`src/rtl/ilie_pkg.sv`:
```
// shared types, codes and widths for the indexed list block
package ilie_pkg;

	localparam int DEPTH_DEF = 64;
	localparam int ACTION_W = 3;
	localparam int POS_W = 6;
	localparam int WORD_W = 32;
	localparam int COUNT_W = 7;
	localparam int STATUS_W = 2;

	localparam logic [ACTION_W-1:0] ACT_APPEND = 3'd0;
	localparam logic [ACTION_W-1:0] ACT_INSERT = 3'd1;
	localparam logic [ACTION_W-1:0] ACT_ERASE = 3'd2;
	localparam logic [ACTION_W-1:0] ACT_READ = 3'd3;
	localparam logic [ACTION_W-1:0] ACT_CLEAR = 3'd4;

	localparam logic [STATUS_W-1:0] ST_DONE = 2'd0;
	localparam logic [STATUS_W-1:0] ST_FULL = 2'd1;
	localparam logic [STATUS_W-1:0] ST_RANGE = 2'd2;

	typedef struct packed {
		logic [ACTION_W-1:0] action;
		logic [POS_W-1:0] position;
		logic signed [WORD_W-1:0] word_in;
	} req_item_t;

	typedef struct packed {
		logic signed [WORD_W-1:0] word_out;
		logic [COUNT_W-1:0] count;
		logic [STATUS_W-1:0] status;
	} rsp_item_t;

	typedef enum logic [1:0] {
		CELL_HOLD,
		CELL_LOAD,
		CELL_INSERT,
		CELL_ERASE
	} cell_op_t;

	// broadcast to every cell in the row
	typedef struct packed {
		cell_op_t op;
		logic [WORD_W-1:0] word;
	} cell_ctrl_t;

endpackage

```
`src/rtl/ilie_cell.sv`:
```
// one list entry: holds, loads, or takes its left or right neighbor
module ilie_cell import ilie_pkg::*; #(
	parameter int INDEX = 0,
	parameter int CMP_W = 7
) (
	input logic clk,
	input cell_ctrl_t ctrl,
	input logic [CMP_W-1:0] tgt,
	input logic [WORD_W-1:0] left,
	input logic [WORD_W-1:0] right,
	output logic [WORD_W-1:0] q,
	output logic [WORD_W-1:0] rd
);

	localparam logic [CMP_W-1:0] MY_IDX = CMP_W'(INDEX);

	logic [WORD_W-1:0] entry_q;
	logic [WORD_W-1:0] entry_d;
	logic hit;
	logic above;

	assign hit = (tgt == MY_IDX);
	assign above = (MY_IDX > tgt);

	always_comb begin
		entry_d = entry_q;
		case (ctrl.op)
			CELL_LOAD: begin
				if (hit) entry_d = ctrl.word;
			end
			CELL_INSERT: begin
				if (above) entry_d = left;
				else if (hit) entry_d = ctrl.word;
			end
			CELL_ERASE: begin
				if (hit || above) entry_d = right;
			end
			default: begin
				entry_d = entry_q;
			end
		endcase
	end

	always_ff @(posedge clk) begin
		entry_q <= entry_d;
	end

	assign q = entry_q;
	// masked read tap, or-ed together at the top
	assign rd = hit ? entry_q : '0;

endmodule

```
`config.mk`:
```
export PLATFORM = sky130hd
export DESIGN_NAME = ilie_cell
export DESIGN_NICKNAME = d
export VERILOG_FILES = /design/src/rtl/ilie_pkg.sv /design/src/rtl/ilie_cell.sv
export SDC_FILE = /design/constraint.sdc
export NUM_CORES = 1
export LEC_CHECK = 0
export BUFFER_PORTS_ARGS = -buffer_cell sky130_fd_sc_hd__buf_4
export CAP_MARGIN = 30
export CORE_AREA = 8 8 83 85
export CTS_CLUSTER_DIAMETER = 150
export CTS_CLUSTER_SIZE = 40
export DETAILED_ROUTE_END_ITERATION = 10
export DIE_AREA = 0 0 91 93
export HOLD_SLACK_MARGIN = 0.03
export MAX_ROUTING_LAYER = met4
export PLACE_DENSITY = 0.87
export SETUP_SLACK_MARGIN = 0.5
export SYNTH_ARGS = -nofsm -noshare
export SYNTH_HDL_FRONTEND = slang
export SYNTH_SLANG_ARGS = --single-unit
export TNS_END_PERCENT = 10
```
`constraint.sdc`:
```
create_clock -name clk -period 3.6 [get_ports clk]
set_input_delay 0.18 -clock clk [delete_from_list [all_inputs] [get_ports clk]]
set_output_delay 0.18 -clock clk [all_outputs]
set_load 0.1 [all_outputs]
```
==> flow_metrics.tcl, run 1 <==
set metrics [dict create \
    post-synth-top-area-fraction_pct 44.86 \
    post-route-period-util_pct 51.72 \
    hold_viol 0 \
    crit_chain "buf_4, nor4_4, buf_4, and3_1, buf_4" \
    grt_pass1_vias 2409 \
    start_util_pct 37.74 \
    io_pins 170 \
    grt_max_degree 66 \
    fin_crit_ns 1.862 \
    seq_area_frac_synth_pct 44.86 \
    slowest_stage "buf_4" \
    hp-start "right[22]" \
    cp_slowest_stage_delay_ns 0.53 \
    r2r_slack_ns 2.72 \
    yosysUniqueCellTypes 18 \
    setup_tns_ns 0 \
    grt_pass1_wl_microns 12040 \
    cp.depth 5 \
    die_h_microns 93 \
    synthTopCellsByCount "nand2_1, and3_1, edfxtp_1, nand4_1, o211ai_1" \
    criticalPathCategory "in2out" \
    ctsRootBufferMaster "clkbuf_8" \
    setup-violations-final 0 \
    syn_nets 338 \
    finalPower_w 0.001344 \
    yosysTopAreaCell "edfxtp_1" \
    drv_slew 0 \
    core_area_sq_um 5675 \
    wl_per_cell_microns 17.43 \
    synth_area_sq_um 2142 \
    cts_setup_buffers 0 \
    synth_cells 230 \
    tritoncts "built" \
    htree_levels 2 \
    slew_headroom_pct 55.53 \
    cts_buffer_depth 2 \
    cts_sinks 32 \
    max_freq_mhz 537.1 \
    cp_data_arrival_time_ns 1.68 \
    rows 28 \
    hp-class "in2reg" \
    dr.pass1.iters 5 \
    numPortBuffers 137 \
    synth_compound_area_share_pct 13.79 \
    synth-xor-area-share_pct 0 \
    p_per_area_nw_per_um2 407.1 \
    critPathCaptureType "output pin" \
    gp_congestion 0.7664 \
    largest_reg_flops 32 \
    syn_avg_cell_area_sq_um 9.313 \
    clk_latency_ns 0.28 \
    synth_edf_count 32 \
    synth_most_common_cell "nand2_1" \
    cts_buffers 5 \
    synth_fa_ha_area_share_pct 1.168 \
    critical_path_required_ns 3.42 \
    worst_r2r_path_depth 2 \
    fillers 491 \
    rsz0062_at_grt "false" \
    outcome "finished clean" \
    layout-drive-gt1-share_pct 46.59 \
    drtAntennaViolNets 0 \
    hpwl_microns 5428 \
    crit_top_cell "buf_4" \
    gr-total-overflow 0 \
    start_kind "input port" \
    ys_warn_count 0 \
    vias 2300 \
    crit_buf_inv 3 \
    utilization_pct 58.18 \
    crit_start "tgt[5]" \
    clock_skew_ns 0 \
    r2r_start "q[11]" \
    cts.clk_slew.worst_paths_ns 0.06 \
    via_per_inst 5.386 \
    muxShareOfSynthArea_pct 0 \
    async_reset_ff_share_pct 0 \
    synth_top_family_by_area "simple AND/OR/NAND/NOR gates" \
    drt_wl_total_microns 7443 \
    die-area_sq_um 8463 \
    ys.flop_type "edfxtp_1" \
    postCtsResizedCells 0 \
    p_leak_nw 1.558 \
    worst_slew_pin_slew_ns 0.6671 \
    cts_hold_buf 0 \
    vdd_drop_max_uv 196.8 \
    antenna_found_initial 0 \
    synthTopCellsByArea "edfxtp_1, nand2_1, and3_1, nand4_1, o211ai_1" \
    die_w_microns 91 \
    cp_top_family "buffers and inverters" \
    nNetsFinal 459 \
    drtIter0Drc 183 \
    min_path_cells 3 \
    area.growth.synth_to_final_pct 54.15 \
    maxCapViolCount 0 \
    synth_seq_cells 32 \
    synth_simple_gate_area_share_pct 32.18 \
    drc 0 \
    path_max_fanout 65 \
    n_antenna_cell 0 \
    grt_use_total_pct 17.40 \
]
-- where the power goes --
part / switching, W / internal, W / leakage [nW]
logic: 0.000373 / 0.000140 / 1.19
clock network: 0.000135 / 0.000205 / 0.0552
registers: 0.0000271 / 0.000464 / 0.308
-- worst register-to-register path, stage by stage, from the launching register on --
cell and delay, ns:
edfxtp_1 0.44, nand2_1 0.09, o211ai_1 0.09
-- area by class of cell --
| type | count | area [sq um] | share of cell area (%) |
|---|---|---|---|
| Clock inverter | 2 | 35.03 | 1.061 |
| Multi-Input combinational cell | 168 | 1030 | 31.19 |
| Inverter | 1 | 3.754 | 0.1137 |
| Timing Repair Buffer | 143 | 1106 | 33.50 |
| Clock buffer | 6 | 72.57 | 2.198 |
| Sequential cell | 32 | 960.9 | 29.10 |
| Tap cell | 75 | 93.84 | 2.842 |
-- through the flow --
step	hold slack [ns]	instances	setup WS (ns)	instance area, sq um
after floorplan	0.3736	230	1.001	2142
after global placement	0.4615	417	1.485	3147
after detailed placement	0.4637	419	1.468	3194
after CTS	0.1676	427	1.753	3302
after global routing	0.1795	427	1.627	3302
final	0.1763	427	1.738	3302
-- kinds of logic after synthesis --
logic type | count (synthesis)
compound gates | 33
simple gates | 133
buf+inv | 30
flops | 32
fa+ha+maj | 2
-- final timing paths --
check / endpoint
worst max-delay path: rd[24]
worst min-delay path: q[22]
worst max register to register: q[11]
worst min register to register: q[7]
-- layout by cell type (no fill, tap or decap), drive strengths merged --
cell,n
and3,32
bufinv,1
inv,1
nor4,1
o211ai,32
nor3,1
o21ai,1
nand2,64
edfxtp,32
ha,2
nand3,1
clkinv,1
nand4,32
and2,1
clkbuf,6
buf,143
nand2b,1
-- metal layers --
metal | track usage (%) | up-vias | wire length (microns)
li1 | - | 1104 | -
met1 | 20.91 | 1069 | 3132
met2 | 28.48 | 114 | 3620
met5 | - | - | 0
met4 | 4.366 | 0 | 114
met3 | 4.567 | 13 | 576
Note: power is estimated with default switching activity, not from simulation.
==> run 2: changes to the inputs <==
Clock period 3.6 ns to 1.8 ns, I/O delays scaled along.
==> run 2 against run 1 <==
  * Global-route usage grew 1.4 points
  * Routed wire length up 21%
  * Critical path depth up 1
  * Non-clock buffer count rose by 23
  * Sequential share of layout area is 6.0 points lower
  * Total power up 95%
  * Via count is 9.8% higher
  * Combinational power rose by 120%
  * Setup slack worse by 1.2 ns
  * Final area grew 26%
==> flow_metrics.tcl, run 2 (same netlist as run 1, synthesis figures left out) <==
set metrics [dict create \
    cts_buffers 5 \
    wl_per_cell_microns 20.08 \
    cp_data_arrival_time_ns 1.21 \
    ff_latch_area_sq_um 960.9 \
    r2r_start "q[16]" \
    tritoncts "built" \
    core_area_sq_um 5675 \
    grt_max_degree 34 \
    fillers 401 \
    grt_pass1_wl_microns 12710 \
    fin_crit_ns 1.304 \
    largest_reg_flops 32 \
    max_freq_mhz 766.6 \
    post-route-period-util_pct 72.47 \
    setup_tns_ns 0 \
    die_w_microns 91 \
    crit_start "tgt[5]" \
    via_per_inst 5.624 \
    hp-class "in2reg" \
    critPathCaptureType "output pin" \
    slew_headroom_pct 77.94 \
    vias 2525 \
    cts_sinks 32 \
    die-area_sq_um 8463 \
    critical_path_required_ns 1.71 \
    setup-violations-final 0 \
    drc 0 \
    path_max_fanout 7 \
    ctsRootBufferMaster "clkbuf_8" \
    setup_ws_ns 0.4955 \
    gr-total-overflow 0 \
    maxCapViolCount 0 \
    worst_slew_pin_slew_ns 0.3310 \
    vdd_drop_max_uv 440.2 \
    mostFrequentLayoutCell "buf_4" \
    outcome "finished clean" \
    p_leak_nw 1.725 \
    nNetsFinal 482 \
    min_path_cells 3 \
    rsz0062_at_grt "true" \
    cts.clk_slew.worst_paths_ns 0.06 \
    p_per_area_nw_per_um2 627.8 \
    area.growth.synth_to_final_pct 94.39 \
    gp_congestion 0.7333 \
    hpwl_microns 5711 \
    clk_latency_ns 0.28 \
    multi_input_area_sq_um 1207 \
    grt_pass1_vias 2454 \
    placed_area_sq_um 3437 \
    start_kind "input port" \
    final_cell_mix "buf_4, nand2_1, buf_12" \
    drtIter0Drc 225 \
    io_pins 170 \
    drtAntennaViolNets 0 \
    drt_wl_total_microns 9015 \
    htree_levels 2 \
    pre_cts_ws_ns 0.1628 \
    hold_viol 0 \
    finalPower_w 0.002614 \
    criticalPathCategory "in2out" \
    start_util_pct 37.74 \
    antenna_found_initial 0 \
    clock_skew_ns 0 \
    grt_use_total_pct 18.78 \
    n_antenna_cell 0 \
    worst_r2r_path_depth 2 \
    die_h_microns 93 \
    drv_slew 0 \
    layout-drive-gt1-share_pct 58.82 \
    numPortBuffers 137 \
    rows 28 \
    hp-start "right[18]" \
    postLayoutCellArea_sq_um 4164 \
    cts_hold_buf 0 \
    cts_buffer_depth 2 \
    dr.pass1.iters 5 \
]
==> run 2: cell types whose count changed in the layout (fill, tap and decap cells not counted), sizes merged <==
cell	change
bufinv	-1
buf	+17
clkbuf	+6
==> run 2: critical path, cell delays in order <==
cell and delay (ns):
buf_6 0.09, nor4_4 0.27, buf_6 0.22, clkbuf_16 0.17
and3_4 0.19, buf_12 0.17
==> run 2: layout make-up <==
type,count,area share (%)
repair buffers,166,43.72
multi-input cells,168,29.00
flip-flops and latches,32,23.08
well taps,75,2.254
clock buffers,6,1.743
clock inverters,1,0.1202
inverters,1,0.09014
==> run 2: routing by layer <==
metal | share of wire (%) | GRT usage [%]
met5 | 0 | -
met4 | 2.9 | 6.548
met3 | 7.1 | 3.606
met2 | 51 | 31.68
met1 | 39 | 21.97
==> run 2: per-stage QoR <==
| step | std cells | hold WS (ns) | utilization (%) |
|---|---|---|---|
| final | 449 | 0.09005 | 73.37 |
| after global routing | 449 | 0.08108 | 73.37 |
| after CTS | 435 | 0.08294 | 68.10 |
| after detailed placement | 426 | 0.3729 | 60.56 |
| after global placement | 426 | 0.3685 | 60.56 |
| after floorplan | 230 | 0.2836 | - |
==> run 2: repair_timing <==
action / CTS / global route
endpoints found under the hold margin: 0 / 0
cloned: 0 / 5
pin swaps: 2 / 2
buffers inserted: 2 / 9
resized for setup: 79 / 25
setup endpoints to repair: 34 / 64
==> run 2: path summary, 6_finish.rpt <==
path | slack [ns] | to
hold reg to reg | 0.68 | q[18]
setup / recovery | 0.50 | rd[10]
hold / removal | 0.09 | q[18]
setup reg to reg | 0.89 | q[16]
==> run 2: where the power goes <==
group	switching (W)	internal (W)	leakage, nW
Sequential	0.0000624	0.000929	0.308
Clock	0.000252	0.000263	0.0410
Combinational	0.000773	0.000335	1.38
==> run 3: changes to the inputs <==
Settings changed: ABC_AREA set to 1, CORE_AREA 8 8 83 85 to 8 8 92 94, DIE_AREA 0 0 91 93 to 0 0 100 102, PLACE_DENSITY 0.87 to 0.84.
Clock period 1.8 ns to 1.1 ns, I/O delays scaled along.
==> run 3 against run 2 <==
  * The run now ends with negative setup slack left
  * Setup slack got worse by 0.50 ns
  * Synthesized cell count increased by 43%
  * Critical path depth decreased by 3
  * Synthesized area increased by 23%
  * Flip-flop and latch count unchanged
  * Sequential share of layout area decreased by 1.5 points
  * Sequential power increased by 62%
  * Utilization decreased by 10 points
  * Routed wire length increased by 2.7%
  * Cell count increased by 27%
==> flow_metrics.tcl, run 3 <==
set metrics [dict create \
    start_kind "flip-flop" \
    route.met2.wl_microns 4943 \
    core_area_sq_um 7059 \
    yosysTopAreaCell "edfxtp_1" \
    synth_cells 330 \
    p_sw_share_pct 43.61 \
    crit_chain "inv_2, nor2_4, buf_12" \
    syn_nets 438 \
    grt_pass1_vias 2903 \
    synth_edf_count 32 \
    ctsRootBufferMaster "clkbuf_8" \
    nNetsFinal 581 \
    setup-violations-final 3 \
    cp_slowest_stage_delay_ns 0.38 \
    drc 0 \
    post-synth-top-area-fraction_pct 36.52 \
    n_antenna_cell 0 \
    layout-drive-gt1-share_pct 51.37 \
    dr.pass1.iters 4 \
    die-area_sq_um 10200 \
    io_pins 170 \
    seq_area_frac_synth_pct 36.52 \
    post-route-period-util_pct 100.8 \
    die_h_microns 102 \
    gr-total-overflow 0 \
    yosysUniqueCellTypes 20 \
    synth_most_common_cell "inv_1" \
    fin_crit_ns 1.108 \
    slowest_stage "edfxtp_1" \
    start_util_pct 37.27 \
    clkPwrFrac_pct 19.2 \
    cts_buffer_depth 2 \
    final_cell_mix "buf_4, nand2_1, nand3_1, buf_12, nor2_4" \
    numPortBuffers 137 \
    syn_avg_cell_area_sq_um 7.974 \
    synthTopCellsByCount "inv_1, nand2_1, nand3_1, edfxtp_1, o21ai_1" \
    ys_warn_count 0 \
    vdd_drop_max_uv 565.8 \
    tritoncts "built" \
    async_reset_ff_share_pct 0 \
    largest_reg_flops 32 \
    area.growth.synth_to_final_pct 69.23 \
    r2r_start "q[29]" \
    cts_sinks 32 \
    hpwl_microns 6512 \
    cts_hold_buf 0 \
    p_leak_nw 2.066 \
    rows 31 \
    outcome "complete, but fails checks" \
    hold_ws_ns 0.03664 \
    cts.clk_slew.worst_paths_ns 0.07 \
    criticalPathCategory "reg2out" \
    cts_buffers 5 \
    max_freq_mhz 902.2 \
    synth_seq_cells 32 \
    drtAntennaViolNets 0 \
    die_w_microns 100 \
    p_comb_share_pct 44.8 \
    ys.flop_type "edfxtp_1" \
    met1Wirelength_microns 3450 \
    crit_start "q[15]" \
    clk_latency_ns 0.28 \
    vias 2721 \
    place_inst 560 \
    p_per_area_nw_per_um2 1009 \
    via_per_inst 4.757 \
    rsz0062_at_grt "true" \
    violations "negative setup slack" \
    antenna_found_initial 0 \
    grt_pass1_wl_microns 14570 \
    hold_viol 0 \
    fillers 574 \
    maxCapViolCount 0 \
    p_switching_w 0.001959 \
    grt_max_degree 33 \
    setup_ws_ns -0.008370 \
    gp_congestion 0.7771 \
    mostFrequentLayoutCell "buf_4" \
    grt_use_total_pct 18.49 \
    worst_slew_pin_slew_ns 0.3797 \
    critPathCaptureType "output pin" \
    hp-class "in2reg" \
    wl_met3_microns 663 \
    hp-start "right[3]" \
    synthTopCellsByArea "edfxtp_1, nand3_1, nor2_4, inv_1, nand2_1" \
    drv_slew 0 \
    clock_skew_ns 0 \
    drt_wl_total_microns 9255 \
    instances_no_fill 572 \
    p_seq_share_pct 35.9 \
    cp_data_arrival_time_ns 1.05 \
    synth_area_sq_um 2631 \
    slew_headroom_pct 74.69 \
    critical_path_required_ns 1.04 \
    highest_layer "met4" \
    p_int_w 0.002534 \
    pre_cts_ws_ns -0.1157 \
    path_max_fanout 2 \
    htree_levels 2 \
    drtIter0Drc 182 \
    wl_per_cell_microns 16.18 \
]
run 3: critical path: cells and delay by family, from the launching register on:
kind | cells | cell delay, ns
DFF | 1 | 0.38
buffers and inverters | 2 | 0.25
and+or+nand+nor | 1 | 0.14
run 3: logic make-up after synthesis:
kind of cell | after synthesis | share of synthesized area (%)
compound gates | 33 | 6.276
fa+ha+maj | 2 | 0.9509
buf+inv | 93 | 19.97
flops | 32 | 36.52
simple gates | 170 | 36.28
run 3: what timing repair did:
action	in CTS	in global routing
buffers inserted	3	0
setup endpoints to repair	128	128
pin swaps	28	48
gates resized for setup	105	12
endpoints found under the hold margin	0	0
cloned	2	0
run 3: stage by stage:
step	total power [W]	instance area [sq um]	utilization, %	TNS [ns]
global route	0.004685	4453	63.08	-0.8760
global placement	0.003531	3829	54.24	-4.950
detailed placement	0.003569	3829	54.24	-7.408
finish	0.004493	4453	63.08	-0.01500
CTS	0.004458	4408	62.44	0
floorplan	0.003029	2739	-	-32.04
run 3: worst paths after layout:
kind	to	slack, ns	depth (start not counted)
setup / recovery	rd[15]	-0.008	3
hold / removal	q[3]	0.04	3
setup reg to reg	q[29]	0.07	4
hold reg to reg	q[1]	0.71	4
run 3: metal layers:
metal	vias up	global-route usage, %
li1	1323	-
met5	-	-
met1	1265	19.46
met3	14	4.292
met2	119	33.61
met4	0	5.698
run 3: final cells by class:
type / instances / area (sq um) / share of cell area [%]
Timing Repair Buffer: 158 / 1759 / 39.51
Multi-Input combinational cell: 205 / 1250 / 28.07
Inverter: 71 / 281.5 / 6.322
Clock inverter: 1 / 5.005 / 0.1124
Clock buffer: 6 / 72.57 / 1.630
Tap cell: 99 / 123.9 / 2.782
Sequential cell: 32 / 960.9 / 21.58
run 3: power by group through the flow:
| stage | combinational [W] | clock, W | sequential (W) |
|---|---|---|---|
| floorplan | 0.000545 | 0 | 0.00248 |
| global placement | 0.00191 | 0 | 0.00162 |
| detailed placement | 0.00194 | 0 | 0.00163 |
| CTS | 0.00197 | 0.000882 | 0.00161 |
| global route | 0.00212 | 0.000940 | 0.00163 |
| finish | 0.00201 | 0.000865 | 0.00161 |
